**config.mk**
```make
export PLATFORM = sky130hd
export DESIGN_NAME = kmp_stream_matcher
export DESIGN_NICKNAME = d
export VERILOG_FILES = /design/src/hw/rtl/kmp_pkg.sv /design/src/hw/rtl/kmp_stream_matcher.sv /design/src/hw/rtl/kmp_ctrl.sv /design/src/hw/rtl/kmp_datapath.sv
export SDC_FILE = /design/constraint.sdc
export NUM_CORES = 1
export LEC_CHECK = 0
export ABC_AREA = 1
export BUFFER_PORTS_ARGS = -buffer_cell sky130_fd_sc_hd__clkbuf_2
export CORE_AREA = 2 2 262 264
export CTS_BUF_LIST = sky130_fd_sc_hd__clkbuf_16
export CTS_CLUSTER_SIZE = 40
export DETAILED_ROUTE_END_ITERATION = 8
export DIE_AREA = 0 0 264 266
export GPL_TIMING_DRIVEN = 1
export PLACE_DENSITY = 0.53
export SYNTH_ARGS = -nofsm -noshare
export SYNTH_HDL_FRONTEND = slang
export SYNTH_HIERARCHICAL = 1
export SYNTH_SLANG_ARGS = --single-unit
```
**constraint.sdc**
```tcl
create_clock -name clk -period 5.6 [get_ports clk]
set_clock_uncertainty 0.15 [all_clocks]
set_input_delay 0.28 -clock clk [delete_from_list [all_inputs] [get_ports clk]]
set_output_delay 0.28 -clock clk [all_outputs]
set_load 0.01 [all_outputs]
```
**src/hw/rtl/kmp_pkg.sv**
```systemverilog
// Shared types and constants of the streaming KMP matcher.
package kmp_pkg;

  localparam int TEXT_W      = 8;
  localparam int START_W     = 16;
  localparam int COUNT_W     = 16;
  localparam int CFG_INDEX_W = 2;
  localparam int CFG_DATA_W  = 64;
  localparam int PLEN_W      = 5;

  localparam logic [CFG_INDEX_W-1:0] CFG_PATTERN_LOW    = 2'd0;
  localparam logic [CFG_INDEX_W-1:0] CFG_PATTERN_HIGH   = 2'd1;
  localparam logic [CFG_INDEX_W-1:0] CFG_PATTERN_LENGTH = 2'd2;

  typedef struct packed {
    logic [TEXT_W-1:0] text_byte;
    logic              last_byte;
  } kmp_in_t;

  typedef struct packed {
    logic               match_found;
    logic [START_W-1:0] match_start;
    logic [COUNT_W-1:0] match_count;
    logic               text_done;
  } kmp_out_t;

  // Commands from the controller to the datapath.
  typedef struct packed {
    logic build_start;
    logic build_sel;
    logic build_step;
    logic build_end;
    logic load;
    logic walk_step;
    logic finish;
  } kmp_cmd_t;

  // Status from the datapath to the controller.
  typedef struct packed {
    logic build_done;
    logic walk;
  } kmp_stat_t;

endpackage

```
**src/hw/rtl/kmp_stream_matcher.sv**
```systemverilog
// Top level of the streaming Knuth-Morris-Pratt matcher.
// Text bytes enter on the in_ channel and each one yields one result on the out_ channel:
// a match flag, the start position of the match and the running count for the current
// text; a byte flagged last closes the text and clears position, count and match state.
// A byte is accepted, then resolved after any failure-link hops through the prefix table,
// which is read through a single port. Results sit in an output register, so the next
// byte is accepted while a result waits to be taken. Every write to a pattern register
// rebuilds the prefix table, one step per cycle; in_stall stays high during the rebuild.
// cfg_ready is low while a byte is being resolved.
module kmp_stream_matcher #(
  parameter int MAX_PATTERN   = 16,
  parameter int POSITION_BITS = 16
) (
  input  logic                               clk,
  input  logic                               rst_n,
  input  logic                               in_valid,
  output logic                               in_stall,
  input  kmp_pkg::kmp_in_t                   in_data,
  output logic                               out_valid,
  input  logic                               out_stall,
  output kmp_pkg::kmp_out_t                  out_data,
  input  logic                               cfg_valid,
  output logic                               cfg_ready,
  input  logic [kmp_pkg::CFG_INDEX_W-1:0]    cfg_index,
  input  logic [kmp_pkg::CFG_DATA_W-1:0]     cfg_data
);

  kmp_pkg::kmp_cmd_t  cmd;
  kmp_pkg::kmp_stat_t stat;

  kmp_ctrl u_ctrl (
    .clk       (clk),
    .rst_n     (rst_n),
    .in_valid  (in_valid),
    .in_stall  (in_stall),
    .out_valid (out_valid),
    .out_stall (out_stall),
    .cfg_valid (cfg_valid),
    .cfg_ready (cfg_ready),
    .cfg_index (cfg_index),
    .stat      (stat),
    .cmd       (cmd)
  );

  kmp_datapath #(
    .MAX_PATTERN   (MAX_PATTERN),
    .POSITION_BITS (POSITION_BITS)
  ) u_datapath (
    .clk       (clk),
    .rst_n     (rst_n),
    .cmd       (cmd),
    .stat      (stat),
    .cfg_index (cfg_index),
    .cfg_data  (cfg_data),
    .in_data   (in_data),
    .out_data  (out_data)
  );

endmodule

```
**src/hw/rtl/kmp_ctrl.sv**
```systemverilog
// Controller state machine of the KMP matcher: table build, byte matching, output slot.
module kmp_ctrl (
  input  logic                               clk,
  input  logic                               rst_n,
  input  logic                               in_valid,
  output logic                               in_stall,
  output logic                               out_valid,
  input  logic                               out_stall,
  input  logic                               cfg_valid,
  output logic                               cfg_ready,
  input  logic [kmp_pkg::CFG_INDEX_W-1:0]    cfg_index,
  input  kmp_pkg::kmp_stat_t                 stat,
  output kmp_pkg::kmp_cmd_t                  cmd
);

  localparam logic [1:0] ST_IDLE  = 2'd0;
  localparam logic [1:0] ST_BUILD = 2'd1;
  localparam logic [1:0] ST_MATCH = 2'd2;

  logic [1:0] state_r, state_nxt;
  logic       out_valid_r, out_valid_nxt;
  logic       cfg_hit;
  logic       slot_free;

  assign cfg_hit = cfg_valid && ((cfg_index == kmp_pkg::CFG_PATTERN_LOW) ||
                                 (cfg_index == kmp_pkg::CFG_PATTERN_HIGH) ||
                                 (cfg_index == kmp_pkg::CFG_PATTERN_LENGTH));
  assign slot_free = !out_valid_r || !out_stall;

  always_comb begin
    state_nxt = state_r;
    cmd       = '0;
    cmd.build_sel = (state_r == ST_BUILD);
    case (state_r)
      ST_IDLE: begin
        if (cfg_hit) begin
          cmd.build_start = 1'b1;
          state_nxt       = ST_BUILD;
        end else if (in_valid && !cfg_valid) begin
          cmd.load  = 1'b1;
          state_nxt = ST_MATCH;
        end
      end
      ST_BUILD: begin
        if (cfg_hit) begin
          cmd.build_start = 1'b1;
        end else if (stat.build_done) begin
          cmd.build_end = 1'b1;
          state_nxt     = ST_IDLE;
        end else begin
          cmd.build_step = 1'b1;
        end
      end
      ST_MATCH: begin
        if (stat.walk) begin
          cmd.walk_step = 1'b1;
        end else if (slot_free) begin
          cmd.finish = 1'b1;
          state_nxt  = ST_IDLE;
        end
      end
      default: begin
        state_nxt = ST_IDLE;
      end
    endcase
  end

  always_comb begin
    if (cmd.finish) begin
      out_valid_nxt = 1'b1;
    end else begin
      out_valid_nxt = out_valid_r && out_stall;
    end
  end

  always_ff @(posedge clk) begin
    if (!rst_n) begin
      state_r     <= ST_IDLE;
      out_valid_r <= 1'b0;
    end else begin
      state_r     <= state_nxt;
      out_valid_r <= out_valid_nxt;
    end
  end

  // A configuration request in flight also holds off text bytes.
  assign in_stall  = (state_r != ST_IDLE) || cfg_valid;
  // Pattern writes wait while a byte is being resolved; a rebuild simply restarts.
  assign cfg_ready = (state_r != ST_MATCH);
  assign out_valid = out_valid_r;

endmodule

```
**src/hw/rtl/kmp_datapath.sv**
```systemverilog
// Datapath of the KMP matcher: pattern registers, prefix table, match state and result register.
module kmp_datapath #(
  parameter int MAX_PATTERN   = 16,
  parameter int POSITION_BITS = 16
) (
  input  logic                               clk,
  input  logic                               rst_n,
  input  kmp_pkg::kmp_cmd_t                  cmd,
  output kmp_pkg::kmp_stat_t                 stat,
  input  logic [kmp_pkg::CFG_INDEX_W-1:0]    cfg_index,
  input  logic [kmp_pkg::CFG_DATA_W-1:0]     cfg_data,
  input  kmp_pkg::kmp_in_t                   in_data,
  output kmp_pkg::kmp_out_t                  out_data
);

  localparam int LEN_W = $clog2(MAX_PATTERN + 1);
  localparam int IDX_W = (MAX_PATTERN > 1) ? $clog2(MAX_PATTERN) : 1;
  localparam int PW    = POSITION_BITS;
  localparam logic [PW-1:0] POS_MAX   = {PW{1'b1}};
  localparam logic [PW:0]   START_MAX = (PW+1)'(33'h0_0000_FFFF);
  localparam logic [kmp_pkg::COUNT_W-1:0] COUNT_MAX = {kmp_pkg::COUNT_W{1'b1}};

  logic [kmp_pkg::CFG_DATA_W-1:0] pat_low_r;
  logic [kmp_pkg::CFG_DATA_W-1:0] pat_high_r;
  logic [kmp_pkg::PLEN_W-1:0]     plen_r;

  logic [LEN_W-1:0]  pfx_r [MAX_PATTERN];
  logic [LEN_W-1:0]  border_r;
  logic [LEN_W-1:0]  i_r;
  logic [LEN_W-1:0]  k_r;
  logic [PW-1:0]     pos_r;
  logic [kmp_pkg::COUNT_W-1:0] count_r;
  logic [kmp_pkg::TEXT_W-1:0]  c_r;
  logic              last_r;
  kmp_pkg::kmp_out_t out_r;

  logic [2*kmp_pkg::CFG_DATA_W-1:0] pat_word;
  logic [kmp_pkg::TEXT_W-1:0] pat_w [MAX_PATTERN];
  logic [LEN_W-1:0]  len_w;
  logic [kmp_pkg::TEXT_W-1:0] cmp_byte;
  logic              eq;
  logic [LEN_W-1:0]  km1;
  logic [LEN_W-1:0]  pfx_rd;
  logic [LEN_W-1:0]  k_inc;
  logic              found;
  logic [PW:0]       start_w;
  logic [kmp_pkg::COUNT_W-1:0] count_inc;

  assign pat_word = {pat_high_r, pat_low_r};

  always_comb begin
    for (int j = 0; j < MAX_PATTERN; j++) begin
      pat_w[j] = pat_word[kmp_pkg::TEXT_W*j +: kmp_pkg::TEXT_W];
    end
  end

  // Length in use: zero counts as one, anything above the table depth is clipped.
  always_comb begin
    if (plen_r == '0) begin
      len_w = LEN_W'(1);
    end else if (plen_r > kmp_pkg::PLEN_W'(MAX_PATTERN)) begin
      len_w = LEN_W'(MAX_PATTERN);
    end else begin
      len_w = LEN_W'(plen_r);
    end
  end

  // One comparator serves both the table build and the text match.
  assign cmp_byte = cmd.build_sel ? pat_w[i_r[IDX_W-1:0]] : c_r;
  assign eq       = (pat_w[k_r[IDX_W-1:0]] == cmp_byte);
  assign km1      = k_r - LEN_W'(1);
  assign pfx_rd   = pfx_r[km1[IDX_W-1:0]];
  assign k_inc    = eq ? (k_r + LEN_W'(1)) : k_r;
  assign found    = (k_inc == len_w);
  assign start_w  = {1'b0, pos_r} + (PW+1)'(1) - (PW+1)'(len_w);
  assign count_inc = (found && (count_r != COUNT_MAX)) ? (count_r + 1'b1) : count_r;

  assign stat.walk       = (k_r != '0) && !eq;
  assign stat.build_done = (i_r >= len_w);

  always_ff @(posedge clk) begin
    if (!rst_n) begin
      pat_low_r  <= '0;
      pat_high_r <= '0;
      plen_r     <= kmp_pkg::PLEN_W'(1);
    end else if (cmd.build_start) begin
      case (cfg_index)
        kmp_pkg::CFG_PATTERN_LOW:    pat_low_r  <= cfg_data;
        kmp_pkg::CFG_PATTERN_HIGH:   pat_high_r <= cfg_data;
        kmp_pkg::CFG_PATTERN_LENGTH: plen_r     <= cfg_data[kmp_pkg::PLEN_W-1:0];
        default: begin
        end
      endcase
    end
  end

  // Prefix table build, one step per cycle: either a failure-link hop or one new entry.
  always_ff @(posedge clk) begin
    if (!rst_n || cmd.build_start) begin
      for (int j = 0; j < MAX_PATTERN; j++) begin
        pfx_r[j] <= '0;
      end
      border_r <= '0;
      i_r      <= LEN_W'(1);
    end else if (cmd.build_step) begin
      if (!stat.walk) begin
        pfx_r[i_r[IDX_W-1:0]] <= k_inc;
        if ((i_r + LEN_W'(1)) == len_w) begin
          border_r <= k_inc;
        end
        i_r <= i_r + LEN_W'(1);
      end
    end
  end

  always_ff @(posedge clk) begin
    if (!rst_n) begin
      k_r     <= '0;
      pos_r   <= '0;
      count_r <= '0;
    end else if (cmd.build_start || cmd.build_end) begin
      k_r <= '0;
    end else if (cmd.build_step || cmd.walk_step) begin
      k_r <= stat.walk ? pfx_rd : k_inc;
    end else if (cmd.load) begin
      if (k_r >= len_w) begin
        k_r <= '0;
      end
    end else if (cmd.finish) begin
      if (last_r) begin
        k_r     <= '0;
        pos_r   <= '0;
        count_r <= '0;
      end else begin
        k_r     <= found ? border_r : k_inc;
        count_r <= count_inc;
        if (pos_r != POS_MAX) begin
          pos_r <= pos_r + 1'b1;
        end
      end
    end
  end

  always_ff @(posedge clk) begin
    if (cmd.load) begin
      c_r    <= in_data.text_byte;
      last_r <= in_data.last_byte;
    end
    if (cmd.finish) begin
      out_r.match_found <= found;
      if (!found) begin
        out_r.match_start <= '0;
      end else if (start_w > START_MAX) begin
        out_r.match_start <= {kmp_pkg::START_W{1'b1}};
      end else begin
        out_r.match_start <= kmp_pkg::START_W'(start_w);
      end
      out_r.match_count <= count_inc;
      out_r.text_done   <= last_r;
    end
  end

  assign out_data = out_r;

endmodule
```
==> impl_metrics.tcl, run 1 <==
set metrics [dict create \
    power.total_mw 8.488 \
    syn_area_mm2 0.01668 \
    ys_top_cells_by_count "nand2_1 (441), nor2_1 (246), inv_1 (241), o21ai_0 (225), a21oi_1 (224)" \
    overflow 0 \
    holdWs_ns 0.02529 \
    finalSetupTns_ns 0 \
    path_clk_slew_ns 0.06 \
    pin_count 117 \
    synth_cells 2245 \
    yosys_register_bits 306 \
    multi_input_area_mm2 0.007807 \
    pwr-share-clk 0.253 \
    ir_worst_vdd_mv 0.1966 \
    regArea_mm2 0.007363 \
    grt_first_pass_wirelength_um 82920 \
    htree_levels 2 \
    finalHoldViolations 0 \
    cts_buffers 34 \
    p_switching_mw 3.518 \
    max_freq_mhz 204.6 \
    reg2reg_setup_slack_ns 0.71 \
    grt_pass1_vias 14310 \
    core_mm2 0.06775 \
    fillCellCount 7351 \
    yosysMostFrequentCell "nand2_1" \
    hp-start "cfg_data[1]" \
    slowest_delay_ns 0.58 \
    hp-class "input port to flip-flop" \
    place_hpwl_um 36780 \
    synth_warnings 6 \
    cts_tree "built" \
    ant_nets 0 \
    rsz0062_at_grt "no" \
    drt-initial-drc-count 1098 \
    dr.pass1.iters 5 \
    drc 0 \
    path_max_fanout 67 \
    clock_sinks 306 \
    drive_above_1_share 0.1003 \
    holdPathStages 3 \
    portBuffers 116 \
    r2r.worst_path.cells 30 \
    worst_pin_slew_ns 0.8065 \
    syn-num-nets 2375 \
    setup_viol_count_final 0 \
    cp.required_ns 5.87 \
    arrival_ns 5.15 \
    synthDistinctLibCells 39 \
    ys_async_sr_fraction 0 \
    p_int_mw 4.970 \
    powerDensity_mw_per_mm2 426.2 \
    vias 15080 \
    final_nets 2507 \
    clock-root-buffer "clkbuf_16" \
    timing.critical_path.mode_cell "nand2_1" \
    routabilityCongestion 0.8840 \
    min_to "u_datapath/pat_high_r[1]" \
    avgViaCountPerCell 4.591 \
    crit_type "flip-flop to flip-flop" \
    endpoint_kind "flip-flop" \
    start_kind "flip-flop" \
    synth_edf_count 123 \
    avgRoutedWirePerCell_um 15.92 \
    fp.dieH_um 266 \
    crit_start "u_datapath/k_r[0]" \
    yosysSeqAreaShare 0.4409 \
    num_antenna_cells 0 \
    clockBufferDepth 3 \
    dieArea_mm2 0.07022 \
    combPwrFrac 0.414 \
    rows 96 \
    start_util 0.2463 \
    timing.rr.start "u_datapath/k_r[0]" \
    antenna_found_initial 0 \
    slowest_stage "dfxtp_4" \
    syn_area_per_cell_um2 7.432 \
    postPlaceCellArea_mm2 0.01813 \
    leakage_nw 8.175 \
    grt_max_degree 74 \
    fin_crit_sh 0.8729 \
    slew_headroom 0.4607 \
    cp_top_family "simple AND/OR/NAND/NOR gates" \
    area_delta_synth_final_pct 19.36 \
    seqPwrFrac 0.333 \
    drv_cap 0 \
    yosysTopAreaCell "edfxtp_1" \
    postCtsSetupRepairBufs 0 \
    grtUsageTotal 0.1476 \
    synth_area_leaders "edfxtp_1 (22%), dfxtp_1 (22%), nand2_1 (9.9%), o21ai_0 (6.7%), a21oi_1 (6.7%)" \
    post-route-min-period_ns 4.888 \
    drv_slew 0 \
    wl_um 52290 \
    dieWidth_um 264 \
    switching_share 0.4144 \
    status "completed" \
    yosysTopAreaCellShare 0.2214 \
    clock_latency_ns 0.53 \
    regToRegEndpoint "u_datapath/pos_r[15]" \
    finalInstanceArea_mm2 0.01992 \
    synth_ff_type "dfxtp_1" \
    crit_buf_inv 5 \
]
==> how the worst max path moves through the flow <==
stage | to | slack, ns | cells after the start
after CTS | u_datapath/pos_r[15] | 0.41 | 31
final | u_datapath/pos_r[15] | 0.71 | 30
after detailed placement | u_datapath/pos_r[15] | 0.44 | 31
after global routing | u_datapath/pos_r[13] | 0.03 | 31
after floorplan | u_datapath/pos_r[15] | 0.59 | 32
after global placement | u_datapath/pos_r[15] | 0.55 | 29
==> stage by stage <==
stage	std cells	setup slack, ns	utilization
floorplan	2245	0.5933	-
global placement	3150	0.5541	0.2676
CTS	3284	0.4064	0.2938
finish	3284	0.7119	0.2940
detailed placement	3150	0.4396	0.2676
global route	3284	0.02991	0.2940
==> power groups by stage <==
stage               Combinational (mW)  Clock, mW  Sequential (mW)
CTS                               3.50       2.21             2.82
finish                            3.52       2.14             2.83
global placement                  3.45          0             2.87
detailed placement                3.44          0             2.87
floorplan                         2.43          0             2.83
global route                      3.94       2.29             2.85
==> worst reg2reg max path, delay by kind of cell (launching register included) <==
family	cells	cell delay (ns)
DFF	1	0.58
and+or+nand+nor	22	2.87
buffers and inverters	5	0.68
AOI/OAI and AO/OA	3	0.52
==> per-layer routing <==
metal,global-route usage,share of wire,routed length [um]
met3,0.01765,0.046,2393
met5,0,0,0
met2,0.2417,0.45,23600
met4,0.04576,0.028,1457
met1,0.2028,0.48,24840
==> timing repair <==
item	4_1_cts	5_1_grt
endpoints found under the setup margin	0	2
resized for setup	0	3
hold endpoints to repair	137	0
hold buffers	73	0
==> state kept, by name (all words and copies together), names as in the netlist <==
signal                 count
u_datapath/pos_r          16
u_ctrl/state_r             2
u_datapath/k_r             5
u_datapath/plen_r          5
u_datapath/c_r             8
u_datapath/border_r        5
u_datapath/i_r             5
u_datapath/count_r        16
u_datapath/out_data       34
u_datapath/last_r          1
u_datapath/pat_high_r     64
u_ctrl/out_valid           1
u_datapath/pfx_r          80
u_datapath/pat_low_r      64
==> cell usage in the layout (no fill, tap or decap), types with 3 or more instances in the layout <==
master / synthesis / layout
o21ai_1: 6 / 6
o22ai_1: 10 / 10
a21oi_1: 224 / 223
buf_4: 2 / 34
nand3_1: 168 / 167
xor2_1: 32 / 32
nand2_1: 441 / 441
o221ai_1: 10 / 10
edfxtp_1: 123 / 123
inv_2: 11 / 12
clkinv_2: 0 / 3
and2_1: 3 / 3
nor3_1: 17 / 16
o21bai_1: 4 / 4
inv_1: 241 / 251
nor2_4: 5 / 5
or2_2: 8 / 8
clkbuf_2: 0 / 115
o211ai_1: 59 / 59
ha_1: 49 / 49
clkbuf_16: 0 / 35
nand2_2: 5 / 5
dlygate4sd3_1: 0 / 73
nor2_1: 246 / 245
o21ai_0: 225 / 225
dfxtp_1: 183 / 180
buf_12: 0 / 3
xnor2_1: 7 / 7
nor2_2: 4 / 5
o21a_1: 8 / 8
nand4_1: 6 / 6
a31oi_1: 6 / 6
clkinv_1: 5 / 11
==> logic make-up after synthesis <==
| logic type | count (synthesis) | share of synthesized area |
|---|---|---|
| xor+xnor | 39 | 0.02047 |
| fa+ha+maj | 50 | 0.03795 |
| flops | 306 | 0.4409 |
| simple gates | 908 | 0.2259 |
| buf+inv | 387 | 0.09374 |
| compound gates | 555 | 0.1810 |
==> cell type report <==
| class | instances | share of cell area |
|---|---|---|
| Multi-Input combinational cell | 1552 | 0.3920 |
| Sequential cell | 306 | 0.3697 |
| Timing Repair Buffer | 225 | 0.08142 |
| Inverter | 258 | 0.04900 |
| Tap cell | 882 | 0.05541 |
| Clock inverter | 26 | 0.008419 |
| Clock buffer | 35 | 0.04398 |
No activity file was read; power rests on OpenSTA's default activity.
==> run 2: changes to the inputs <==
--- a/config.mk
+++ b/config.mk
@@ -5,13 +5,12 @@
 export SDC_FILE = /design/constraint.sdc
 export NUM_CORES = 1
 export LEC_CHECK = 0
-export ABC_AREA = 1
 export BUFFER_PORTS_ARGS = -buffer_cell sky130_fd_sc_hd__clkbuf_2
-export CORE_AREA = 2 2 262 264
+export CORE_AREA = 2 2 259 261
 export CTS_BUF_LIST = sky130_fd_sc_hd__clkbuf_16
 export CTS_CLUSTER_SIZE = 40
 export DETAILED_ROUTE_END_ITERATION = 8
-export DIE_AREA = 0 0 264 266
+export DIE_AREA = 0 0 261 263
 export GPL_TIMING_DRIVEN = 1
 export PLACE_DENSITY = 0.53
 export SYNTH_ARGS = -nofsm -noshare
==> run 2 against run 1 <==
  * Combinational power fell by 79%
  * Sequential share of layout area rose by 0.40 points
  * Register-to-register slack got worse by 0.22 ns
  * Non-clock buffer count rose by 4
  * Setup slack got worse by 0.22 ns
  * Sequential power fell by 12%
  * Total power fell by 37%
  * First-iteration DRC count fell by 16%
  * Flip-flop and latch count did not move
  * Synthesized area fell by 2.1%
  * Critical path type unchanged
  * Largest power group is now sequential cells
==> impl_metrics.tcl, run 2 <==
set metrics [dict create \
    area_delta_synth_final_pct 20.62 \
    arrival_ns 5.37 \
    reg2reg_setup_slack_ns 0.49 \
    rows 94 \
    start_kind "flip-flop" \
    max_freq_mhz 195.7 \
    dieWidth_um 261 \
    avgRoutedWirePerCell_um 18.48 \
    slowest_delay_ns 0.51 \
    core_mm2 0.06563 \
    clock-root-buffer "clkbuf_16" \
    final_common_cell "nand2_1" \
    start_util 0.2489 \
    grt_max_degree 129 \
    synth_cells 1609 \
    synth_warnings 6 \
    leakage_nw 7.024 \
    yosysMostFrequentCell "nand2_1" \
    portBuffers 116 \
    ys_async_sr_fraction 0 \
    timing.critical_path.mode_cell "nor2_1" \
    synth_area_leaders "edfxtp_1 (23%), dfxtp_1 (22%), mux4_2 (11%), nand2_1 (7.0%), a21boi_0 (6.0%)" \
    fin_crit_sh 0.9124 \
    synth_ff_type "dfxtp_1" \
    clock_latency_ns 0.55 \
    ant_nets 0 \
    dieArea_mm2 0.06864 \
    ir_worst_vdd_mv 0.1697 \
    wl_um 49070 \
    path_max_fanout 15 \
    fp.dieH_um 263 \
    routabilityCongestion 0.8973 \
    endpoint_kind "flip-flop" \
    slew_headroom 0.2693 \
    crit_start "u_datapath/i_r[0]" \
    antenna_found_initial 1 \
    path_clk_slew_ns 0.06 \
    drive_above_1_share 0.1736 \
    htree_levels 2 \
    clockBufferDepth 3 \
    crit_type "flip-flop to flip-flop" \
    finalSetupTns_ns 0 \
    setup_viol_count_final 0 \
    slowest_stage "dfxtp_2" \
    synth_xor_area_frac 0.03753 \
    dr.pass1.iters 5 \
    layout_common_cells "nand2_1 (303), dfxtp_1 (179), a21boi_0 (130)" \
    crit_chain "buf_4, nor3b_1, a222oi_1, a41oi_1, xnor2_1, nand4_1, o21ai_0, inv_1, or3b_1, a21oi_4, nand3_1, nor2_1, and3_1, and3_1, nand3_1, nor2_1, nand2_1, xnor2_1, nor2_1" \
    yosysTopAreaCellShare 0.2261 \
    reg_top3 "u_datapath/pfx_r (80), u_datapath/pat_high_r (64), u_datapath/pat_low_r (64)" \
    syn_area_mm2 0.01634 \
    synth_compound_area_frac 0.1239 \
    cts_tree "built" \
    post-route-min-period_ns 5.110 \
    regToRegEndpoint "u_datapath/pos_r[15]" \
    power.total_mw 5.368 \
    drv_slew 0 \
    yosysTopAreaCell "edfxtp_1" \
    cts_buffers 34 \
    cp-endpoint "u_datapath/pos_r[15]" \
    drc 0 \
    postCtsResizedCells 0 \
    synth_top_family_by_area "simple AND/OR/NAND/NOR gates" \
    grtUsageTotal 0.1417 \
    yosys.area_share.simple 0.1650 \
    r2r.worst_path.cells 19 \
    final_nets 1899 \
    yosys_register_bits 306 \
    synth.area.mux_share 0.1467 \
    syn_area_per_cell_um2 10.15 \
    place_hpwl_um 35610 \
    yosysSeqAreaShare 0.4503 \
    ys_top_cells_by_count "nand2_1 (303), dfxtp_1 (183), a21boi_0 (130), nor2_1 (129), edfxtp_1 (123)" \
    avgViaCountPerCell 4.798 \
    num_antenna_cells 0 \
    powerDensity_mw_per_mm2 272.4 \
    cp.required_ns 5.86 \
    syn-num-nets 1739 \
    largest_register_ffs 80 \
    synthDistinctLibCells 73 \
    overflow 0 \
    rsz0062_at_grt "no" \
    status "completed" \
    drt-initial-drc-count 923 \
    worst_pin_slew_ns 1.096 \
    synth_edf_count 123 \
    finalHoldViolations 0 \
    postCtsSetupRepairBufs 0 \
    pin_count 117 \
    vias 12740 \
    hp-class "input port to flip-flop" \
    drv_cap 0 \
    cts_hold_buffers 79 \
    grt_first_pass_wirelength_um 76040 \
    grt_pass1_vias 12720 \
    clock_sinks 306 \
    timing.rr.start "u_datapath/i_r[0]" \
    synth_fa_ha_area_frac 0.03875 \
    final_util 0.3003 \
    largest_register "u_datapath/pfx_r" \
]
[run 2: kinds of logic after synthesis]
family	after synthesis
buffers and inverters	152
and+or+nand+nor	606
xor gates and xnor gates	70
AOI/OAI and AO/OA	284
muxes	141
DFF	306
adders and majority gates	50
[run 2: worst min-delay path by stage]
stage | startpoint | end | slack, ns | depth (start not counted)
floorplan | in_data[1] | u_datapath/c_r[0] | 0.23 | 0
global placement | u_datapath/border_r[3] | u_datapath/border_r[3] | 0.30 | 2
detailed placement | in_data[8] | u_datapath/c_r[7] | 0.31 | 1
CTS | cfg_valid | u_ctrl/state_r[0] | 0.11 | 3
global route | cfg_valid | u_ctrl/state_r[0] | 0.18 | 3
finish | cfg_valid | u_ctrl/state_r[0] | 0.14 | 3
[run 2: final cells by class]
cell class              instances  area, um^2
fillers                      6785       45920
multi-input cells            1151        8392
flip-flops and latches        306        7365
repair buffers                229        1642
well taps                     864        1081
clock buffers                  36       900.9
inverters                      47       176.4
clock inverters                22       150.1
[run 2: stage by stage]
stage | cell area, um^2 | setup WS [ns] | cells | hold WS [ns]
after global routing | 19710 | 0.04853 | 2655 | 0.1751
after floorplan | 16350 | 0.3812 | 1609 | 0.2289
after detailed placement | 17860 | 0.5632 | 2518 | 0.3096
final | 19710 | 0.4905 | 2655 | 0.1367
after CTS | 19710 | 0.5313 | 2655 | 0.1118
after global placement | 17860 | 0.5481 | 2518 | 0.2991
[run 2: power by group]
group          total [mW]  switching [mW]  internal, mW  leakage (nW)
Clock                2.16           0.910          1.25         0.554
Combinational       0.725           0.405         0.320          3.72
Sequential           2.49          0.0784          2.41          2.75
Total                5.37            1.39          3.98          7.02
[run 2: critical path: cells and delay by family, from the launching register on]
kind | cells | cell delay (ns)
flip-flops | 1 | 0.51
XOR/XNOR | 2 | 0.30
AND/OR/NAND/NOR | 11 | 2.53
buffers and inverters | 2 | 0.55
AO/OA/AOI/OAI | 4 | 0.91
[run 2: layer usage]
layer  up-vias  track usage  share of wire
li1       6045            -              -
met1      6223       0.1874           0.44
met2       375       0.2366           0.48
met3        94      0.02137          0.050
met4         2      0.04453          0.030
met5         -            0        0.00026
